==> config.mk <==
export PLATFORM = sky130hd
export DESIGN_NAME = current_moving_average_calibrated
export DESIGN_NICKNAME = d
export VERILOG_FILES = /design/src/hdl/cma_pkg.sv /design/src/hdl/cma_ring.sv /design/src/hdl/current_moving_average_calibrated.sv
export VERILOG_INCLUDE_DIRS = /design/src /design/src/hdl
export SDC_FILE = /design/constraint.sdc
export NUM_CORES = 1
export LEC_CHECK = 0
export BUFFER_PORTS_ARGS = -buffer_cell sky130_fd_sc_hd__buf_4
export CORE_UTILIZATION = 55
export DETAILED_ROUTE_END_ITERATION = 8
export PLACE_DENSITY = 0.78
export SYNTH_ARGS = -nofsm -noshare
export SYNTH_HDL_FRONTEND = slang
export SYNTH_SLANG_ARGS = --single-unit
==> constraint.sdc <==
create_clock -name i_clk -period 16.7 [get_ports i_clk]
set_input_delay 0 -clock i_clk [delete_from_list [all_inputs] [get_ports i_clk]]
set_output_delay 0 -clock i_clk [all_outputs]
set_load 0.02 [all_outputs]
==> src/hdl/assert_macros.svh <==
// Assertion macros shared by the moving-average RTL files.
`ifndef ASSERT_MACROS_SVH
`define ASSERT_MACROS_SVH

// Clocked assertion that is switched off while reset is held.
`define CMA_ASSERT(lbl, prop, msg) \
    lbl: assert property (@(posedge i_clk) disable iff (!i_rst_n) prop) \
        else $error(msg);

// Clocked assertion that also holds across reset.
`define CMA_ASSERT_NR(lbl, prop, msg) \
    lbl: assert property (@(posedge i_clk) prop) \
        else $error(msg);

`endif

==> src/hdl/cma_pkg.sv <==
// Shared constants and register codes for the calibrated moving average.
package cma_pkg;

    // Field widths.
    localparam int SAMPLE_W   = 14;
    localparam int GAIN_W     = 16;
    localparam int OUT_W      = 18;
    localparam int FRAC_W     = 12;

    // Stream bus widths, padded to whole bytes.
    localparam int IN_TDATA_W  = 16;
    localparam int OUT_TDATA_W = 24;

    // Largest output value.
    localparam logic [OUT_W-1:0] OUT_MAX = '1;

    // Default window length.
    localparam int WINDOW_DEF = 16;

    // Configuration port.
    localparam int CFG_IDX_W  = 2;
    localparam int CFG_DATA_W = 16;

    typedef enum logic [CFG_IDX_W-1:0] {
        REG_SENSOR_OFFSET    = 2'd0,
        REG_SENSOR_GAIN      = 2'd1,
        REG_CALIBRATE_ENABLE = 2'd2
    } t_cfg_reg;

    // Register reset values: 0.91 V offset, 2.77/1.62 A/V gain.
    localparam logic [SAMPLE_W-1:0] OFFSET_RST = 14'd3727;
    localparam logic [GAIN_W-1:0]   GAIN_RST   = 16'd7004;
    localparam logic                CAL_EN_RST = 1'b1;

endpackage

==> src/hdl/cma_ring.sv <==
// Sample ring: window memory, per-entry valid bits and the write index.
module cma_ring #(
    parameter int WINDOW = cma_pkg::WINDOW_DEF
) (
    input  logic                         i_clk,
    input  logic                         i_rst_n,
    input  logic                         i_wr_en,
    input  logic [cma_pkg::SAMPLE_W-1:0] i_sample,
    output logic [cma_pkg::SAMPLE_W-1:0] o_old_sample
);

    `include "assert_macros.svh"

    localparam int IDX_W = $clog2(WINDOW);

    logic [cma_pkg::SAMPLE_W-1:0] r_mem [WINDOW];
    logic [WINDOW-1:0]            r_vld;
    logic [IDX_W-1:0]             r_idx;
    logic [IDX_W-1:0]             n_idx;
    logic [cma_pkg::SAMPLE_W-1:0] r_old;

    // Next write position wraps at the window length.
    always_comb begin
        if (r_idx == IDX_W'(WINDOW - 1)) begin
            n_idx = '0;
        end else begin
            n_idx = r_idx + IDX_W'(1);
        end
    end

    // Index and valid bits; an entry never written reads as zero.
    always_ff @(posedge i_clk) begin
        if (!i_rst_n) begin
            r_idx <= '0;
            r_vld <= '0;
        end else if (i_wr_en) begin
            r_idx        <= n_idx;
            r_vld[r_idx] <= 1'b1;
        end
    end

    // Read the oldest sample and overwrite it with the new one.
    always_ff @(posedge i_clk) begin
        if (i_wr_en) begin
            r_old        <= r_vld[r_idx] ? r_mem[r_idx] : '0;
            r_mem[r_idx] <= i_sample;
        end
    end

    assign o_old_sample = r_old;

    `CMA_ASSERT(a_idx_range, r_idx <= IDX_W'(WINDOW - 1), "ring index out of range")
    `CMA_ASSERT(a_idx_step, i_wr_en |=> r_idx == $past(n_idx), "ring index did not advance")
    `CMA_ASSERT(a_idx_hold, !i_wr_en |=> $stable(r_idx), "ring index moved without a write")

endmodule

==> src/hdl/current_moving_average_calibrated.sv <==
// Top level of the calibrated boxcar moving average over sensor samples.
//
//  Channel   Dir  Signals                       Contents
//  s_axis    in   tvalid/tready/tdata[15:0]     sample [13:0]
//  m_axis    out  tvalid/tready/tdata/tuser     filtered_value [17:0]; tuser: saturated
//  cfg       in   i_cfg_wr_en/index/wr_data     offset, gain, calibrate enable
//
// One item is accepted per cycle while the output is not stalled. The ring is read
// and written in the accept cycle; registered stages then update the running sum, the
// offset magnitude, the gain product and the rounding stage, in that order.
// Each stage has its own valid bit, so bubbles fill up while the output is stalled.
// Reset is synchronous; valid bits clear the ring to zeros with no clearing pass.
module current_moving_average_calibrated #(
    parameter int WINDOW = cma_pkg::WINDOW_DEF
) (
    input  logic                            i_clk,
    input  logic                            i_rst_n,
    // Input stream: tdata = sample [13:0], zero padding [15:14].
    input  logic                            s_axis_tvalid,
    output logic                            s_axis_tready,
    input  logic [cma_pkg::IN_TDATA_W-1:0]  s_axis_tdata,
    // Output stream: tdata = filtered_value [17:0], zero padding [23:18].
    output logic                            m_axis_tvalid,
    input  logic                            m_axis_tready,
    output logic [cma_pkg::OUT_TDATA_W-1:0] m_axis_tdata,
    // Output tuser = saturated [0].
    output logic                            m_axis_tuser,
    // Configuration write port.
    input  logic                            i_cfg_wr_en,
    input  logic [cma_pkg::CFG_IDX_W-1:0]   i_cfg_index,
    input  logic [cma_pkg::CFG_DATA_W-1:0]  i_cfg_wr_data
);

    `include "assert_macros.svh"

    localparam int SAMPLE_W = cma_pkg::SAMPLE_W;
    localparam int GAIN_W   = cma_pkg::GAIN_W;
    localparam int OUT_W    = cma_pkg::OUT_W;
    localparam int FRAC_W   = cma_pkg::FRAC_W;
    localparam int SUM_W    = SAMPLE_W + $clog2(WINDOW);
    localparam int SHIFT    = $clog2(WINDOW + 1) - 1;
    localparam int AVG_W    = SUM_W - SHIFT;
    localparam int PROD_W   = AVG_W + GAIN_W;
    localparam int RND_W    = PROD_W + 1 - FRAC_W;
    localparam logic [SUM_W-1:0] SUM_MAX = SUM_W'(WINDOW * ((1 << SAMPLE_W) - 1));

    // Configuration registers.
    logic [SAMPLE_W-1:0] r_offset;
    logic [GAIN_W-1:0]   r_gain;
    logic                r_cal_en;

    always_ff @(posedge i_clk) begin
        if (!i_rst_n) begin
            r_offset <= cma_pkg::OFFSET_RST;
            r_gain   <= cma_pkg::GAIN_RST;
            r_cal_en <= cma_pkg::CAL_EN_RST;
        end else if (i_cfg_wr_en) begin
            unique case (cma_pkg::t_cfg_reg'(i_cfg_index))
                cma_pkg::REG_SENSOR_OFFSET:    r_offset <= i_cfg_wr_data[SAMPLE_W-1:0];
                cma_pkg::REG_SENSOR_GAIN:      r_gain   <= i_cfg_wr_data[GAIN_W-1:0];
                cma_pkg::REG_CALIBRATE_ENABLE: r_cal_en <= i_cfg_wr_data[0];
                default: ;
            endcase
        end
    end

    // Stage valid bits and per-stage readiness.
    logic r1_valid, r2_valid, r3_valid, r4_valid, r5_valid;
    logic rdy1, rdy2, rdy3, rdy4, rdy5;
    logic mv1, mv2, mv3, mv4, mv5;

    assign rdy5 = !r5_valid || m_axis_tready;
    assign rdy4 = !r4_valid || rdy5;
    assign rdy3 = !r3_valid || rdy4;
    assign rdy2 = !r2_valid || rdy3;
    assign rdy1 = !r1_valid || rdy2;

    assign mv1 = s_axis_tvalid && rdy1;
    assign mv2 = r1_valid && rdy2;
    assign mv3 = r2_valid && rdy3;
    assign mv4 = r3_valid && rdy4;
    assign mv5 = r4_valid && rdy5;

    always_ff @(posedge i_clk) begin
        if (!i_rst_n) begin
            r1_valid <= 1'b0;
            r2_valid <= 1'b0;
            r3_valid <= 1'b0;
            r4_valid <= 1'b0;
            r5_valid <= 1'b0;
        end else begin
            if (rdy1) r1_valid <= s_axis_tvalid;
            if (rdy2) r2_valid <= r1_valid;
            if (rdy3) r3_valid <= r2_valid;
            if (rdy4) r4_valid <= r3_valid;
            if (rdy5) r5_valid <= r4_valid;
        end
    end

    // Stage 1: ring access and the new sample.
    logic [SAMPLE_W-1:0] r1_sample;
    logic [SAMPLE_W-1:0] old_sample;

    always_ff @(posedge i_clk) begin
        if (mv1) begin
            r1_sample <= s_axis_tdata[SAMPLE_W-1:0];
        end
    end

    cma_ring #(
        .WINDOW(WINDOW)
    ) u_ring (
        .i_clk       (i_clk),
        .i_rst_n     (i_rst_n),
        .i_wr_en     (mv1),
        .i_sample    (s_axis_tdata[SAMPLE_W-1:0]),
        .o_old_sample(old_sample)
    );

    // Stage 2: running sum drops the oldest sample and adds the new one.
    logic [SUM_W-1:0] r_sum;

    always_ff @(posedge i_clk) begin
        if (!i_rst_n) begin
            r_sum <= '0;
        end else if (mv2) begin
            r_sum <= r_sum - SUM_W'(old_sample) + SUM_W'(r1_sample);
        end
    end

    // Stage 3: average and its distance from the offset.
    logic [AVG_W-1:0] avg;
    logic [AVG_W-1:0] offset_ext;
    logic [AVG_W-1:0] r3_avg;
    logic [AVG_W-1:0] r3_mag;
    logic             r3_cal;

    assign avg        = r_sum[SUM_W-1:SHIFT];
    assign offset_ext = AVG_W'(r_offset);

    always_ff @(posedge i_clk) begin
        if (mv3) begin
            r3_avg <= avg;
            r3_mag <= (avg >= offset_ext) ? (avg - offset_ext) : (offset_ext - avg);
            r3_cal <= r_cal_en;
        end
    end

    // Stage 4: gain product.
    logic [PROD_W-1:0] r4_prod;
    logic [AVG_W-1:0]  r4_avg;
    logic              r4_cal;

    always_ff @(posedge i_clk) begin
        if (mv4) begin
            r4_prod <= PROD_W'(r3_mag) * PROD_W'(r_gain);
            r4_avg  <= r3_avg;
            r4_cal  <= r3_cal;
        end
    end

    // Stage 5: round half up to an integer (Q18.0), saturate, or pass the plain average.
    logic [PROD_W:0]    rnd_full;
    logic [RND_W-1:0]   rnd;
    logic [OUT_W-1:0]   r5_value;
    logic               r5_sat;

    assign rnd_full = {1'b0, r4_prod} + (PROD_W + 1)'(1 << (FRAC_W - 1));
    assign rnd      = rnd_full[PROD_W:FRAC_W];

    always_ff @(posedge i_clk) begin
        if (mv5) begin
            if (!r4_cal) begin
                r5_value <= OUT_W'(r4_avg);
                r5_sat   <= 1'b0;
            end else if (rnd > RND_W'(cma_pkg::OUT_MAX)) begin
                r5_value <= cma_pkg::OUT_MAX;
                r5_sat   <= 1'b1;
            end else begin
                r5_value <= rnd[OUT_W-1:0];
                r5_sat   <= 1'b0;
            end
        end
    end

    // Output ports.
    assign s_axis_tready = rdy1;
    assign m_axis_tvalid = r5_valid;
    assign m_axis_tdata  = cma_pkg::OUT_TDATA_W'(r5_value);
    assign m_axis_tuser  = r5_sat;

    `CMA_ASSERT(a_sat_max, r5_valid && r5_sat |-> r5_value == cma_pkg::OUT_MAX, "saturated below max")
    `CMA_ASSERT(a_sum_max, r_sum <= SUM_MAX, "running sum out of range")
    `CMA_ASSERT(a_accept_held, mv1 |=> r1_valid, "accepted item lost in stage one")
    `CMA_ASSERT_NR(a_rst_idle, !i_rst_n |=> !m_axis_tvalid, "output valid after reset")

endmodule
==> metrics.txt <==
Die Height ~210 um; proportion of layout cells with a drive suffix above 1 0.115; Post-Route Setup TNS 0 ns; Slew headroom 0.260; area of placed instances 25800 um2; # fillers 3235; EDFF count, synth 334; Clock Latency Late Sink 0.56 ns; Power per Cell Area 192 nW/um2; number of CTS-inserted buffers 43; Synth warnings 0; cts repair resizes 0; router iterations before antenna repair 6; Setup Skew roughly 0.025 ns; NumNets Final 2447; final setup fails 0; number of global-route vias before repair 16300; fin. max-slew vios 0; CTS root buf clkbuf_16; Tmin final between 6 and 7 ns; ANT nets after route 0; hold wc startpoint i_rst_n; clock sink count 408; slowest CP cell edfxtp_1; Avg WL per Cell 19.8 um; maximum single-stage delay on the critical path 0.78 ns; Die ar. 45800 um2; startpoint class of the critical path flip-flop; dpl hpwl 37400 um; top-level I/O count 66; commonest non-fill, non-tap cell in the layout edfxtp_1; RSZ-0062 raised after global routing false; post-synth cell types 70; most frequent cells in the layout 334 x edfxtp_1, 267 x inv_1, 215 x nand2_1; outcome finished, final reports clean; Area Overhead vs Synth 11.5%; largest net degree at the start of global routing 77; Fin. Hold Viols 0; Max Root-Sink Buffers 3; I/O Buffers 57; gr ovfl total 0; total core area 44300 um2; DR DRC count 0; Chip Width 214 um; # rows 77; critical-path cell list nand2_1, fa_1, inv_1, fa_1, fa_1, fa_1, fa_1, inv_1, fa_1, inv_1, ha_1, o21ai_0, nor2_1, nor3_1, o41ai_1, a311oi_1, nor3_1, nor3_1, xnor2_1; initial DRC count 1039; dominant synthesized flop cell edfxtp_1; H-Tree Depth 2; worst path arrival time 7.03 ns; Worst Setup Path Type flip-flop to flip-flop; via/cell ratio ~5.6; final wirelength 53700 um; Fmax achieved 148 MHz; Total GRT Usage 0.242; Crit path required time 16.98 ns; initial core utilization 0.558; first-pass GRT wire length 86900 um; register area share after synthesis 0.465; CTS tree yes; HP Class primary input to flip-flop; ant diodes 0; antenna violations before repair 0; Reg clk slew, reported paths around 0.060 ns; Max VDD drop 608 uV; CP endpoint kind flip-flop; RR Startpoint r3_mag[10]$_DFFE_PP_; Avg Inst Size Synth ~12 um2; Post-Syn Instances 2005; Critical Path Source r3_mag[10]$_DFFE_PP_; max-cap check violation count 0; Seq cells post-synth 408; via count 15300; placer congestion estimate between 0.8 and 0.9; asr flop ratio synth 0; Final period util 0.404; leakage dissipation 0.0111 uW; crit-path most repeated cell fa_1; synthesized area 24700 um2; Slew @ Worst Pin 1.11 ns; Crit Path Max Fanout 16; design area between 20000 and 30000 um2
-- layout make-up --
type	count	area [um2]	area share
inverter	267	1000	0.0363
tap	592	741	0.0269
clock inverter	23	193	0.00699
clock buffer	55	1190	0.0432
sequential	408	11500	0.418
timing repair buffer	119	996	0.0361
multi-input combinational	1247	11900	0.433
-- cell families (layout without fill, tap and decap cells) --
kind of cell	after synthesis	after routing	synth area share
buffers and inverters	355	464	0.0557
AO/OA/AOI/OAI	223	223	0.0599
multiplexers	85	85	0.0719
AND/OR/NAND/NOR	553	553	0.109
other	1	6	0.000152
XOR/XNOR	58	58	0.0205
flip-flops	408	408	0.465
adder cells (fa/ha/maj)	322	322	0.217
-- synth_stat cells (9+ instances only) --
| master | n | area [um2] |
|---|---|---|
| edfxtp_1 | 334 | 10000 |
| inv_1 | 267 | 1000 |
| nand2_1 | 215 | 807 |
| fa_1 | 180 | 3600 |
| ha_1 | 142 | 1780 |
| and2_1 | 133 | 832 |
| dfxtp_1 | 74 | 1480 |
| mux4_2 | 74 | 1670 |
| nor2_1 | 73 | 274 |
| clkbuf_1 | 65 | 244 |
| a21oi_1 | 61 | 305 |
| xnor2_1 | 40 | 350 |
| o21ai_0 | 39 | 195 |
| nand3_1 | 30 | 150 |
| nor2b_1 | 26 | 163 |
| o21a_1 | 23 | 173 |
| nor3_1 | 21 | 105 |
| a21boi_0 | 20 | 150 |
| xor2_1 | 18 | 158 |
| nand4_1 | 13 | 81.3 |
| a21o_1 | 11 | 82.6 |
| o211ai_1 | 11 | 82.6 |
| a211oi_1 | 9 | 67.6 |
| mux2i_1 | 9 | 90.1 |
| nand2b_1 | 9 | 56.3 |
-- path summary, 6_finish.rpt --
kind	end	slack, ns	cells past startpoint
setup / recovery	r4_prod[28]$_DFFE_PP_	9.95	19
hold / removal	offset_ext[11]$_SDFFE_PN1P_	0.03	2
setup reg to reg	r4_prod[28]$_DFFE_PP_	9.95	19
hold reg to reg	r4_avg[12]$_DFFE_PP_	0.42	0
-- flip-flops by register name, indices dropped and copies added (netlist names), 4 cells and up --
signal	count
u_ring.r_idx	4
offset_ext	14
r5_value	18
u_ring.o_old_sample	14
r_gain	16
r4_avg	14
r4_prod	19
r3_avg	14
u_ring.r_mem	224
r_sum	18
u_ring.r_vld	16
r3_mag	14
r1_sample	14
-- metal layers --
layer | vias to the layer above | GRT usage | wire [um]
li1 | 7001 | - | -
met1 | 7654 | 0.298 | 20900
met2 | 515 | 0.427 | 27800
met3 | 141 | 0.0301 | 2720
met4 | 0 | 0.109 | 2250
met5 | - | 0 | 0
-- where the power goes --
part	internal, uW	switching (uW)
Clock	539	391
Sequential	1300	75.0
Combinational	1280	1700
-- metrics by stage --
step | hold slack [ns] | utilization | power, uW | std cells | worst slack [ns]
finish | 0.0268 | 0.622 | 5290 | 2711 | 9.95
detailed placement | 0.233 | 0.582 | 4360 | 2592 | 9.94
floorplan | 0.0989 | - | 3650 | 2010 | 10.61
global route | 0.0372 | 0.622 | 5750 | 2711 | 9.52
CTS | 0.00109 | 0.622 | 5330 | 2711 | 9.91
global placement | 0.228 | 0.582 | 4260 | 2592 | 10.06
-- what timing repair did --
item                      in CTS  in global routing
hold endpoints to repair     272                  0
buffers inserted               0                  0
hold buffers                  41                  0
-- critical path: cells and delay by family, from the launching register on --
| kind | cells | cell delay, ns |
|---|---|---|
| adder cells (fa/ha/maj) | 7 | 3.48 |
| AO/OA/AOI/OAI | 3 | 0.91 |
| AND/OR/NAND/NOR | 5 | 1.03 |
| XOR/XNOR | 1 | 0.09 |
| flip-flops | 1 | 0.78 |
| buffers and inverters | 3 | 0.15 |
Power figures use the tool's default switching activity.
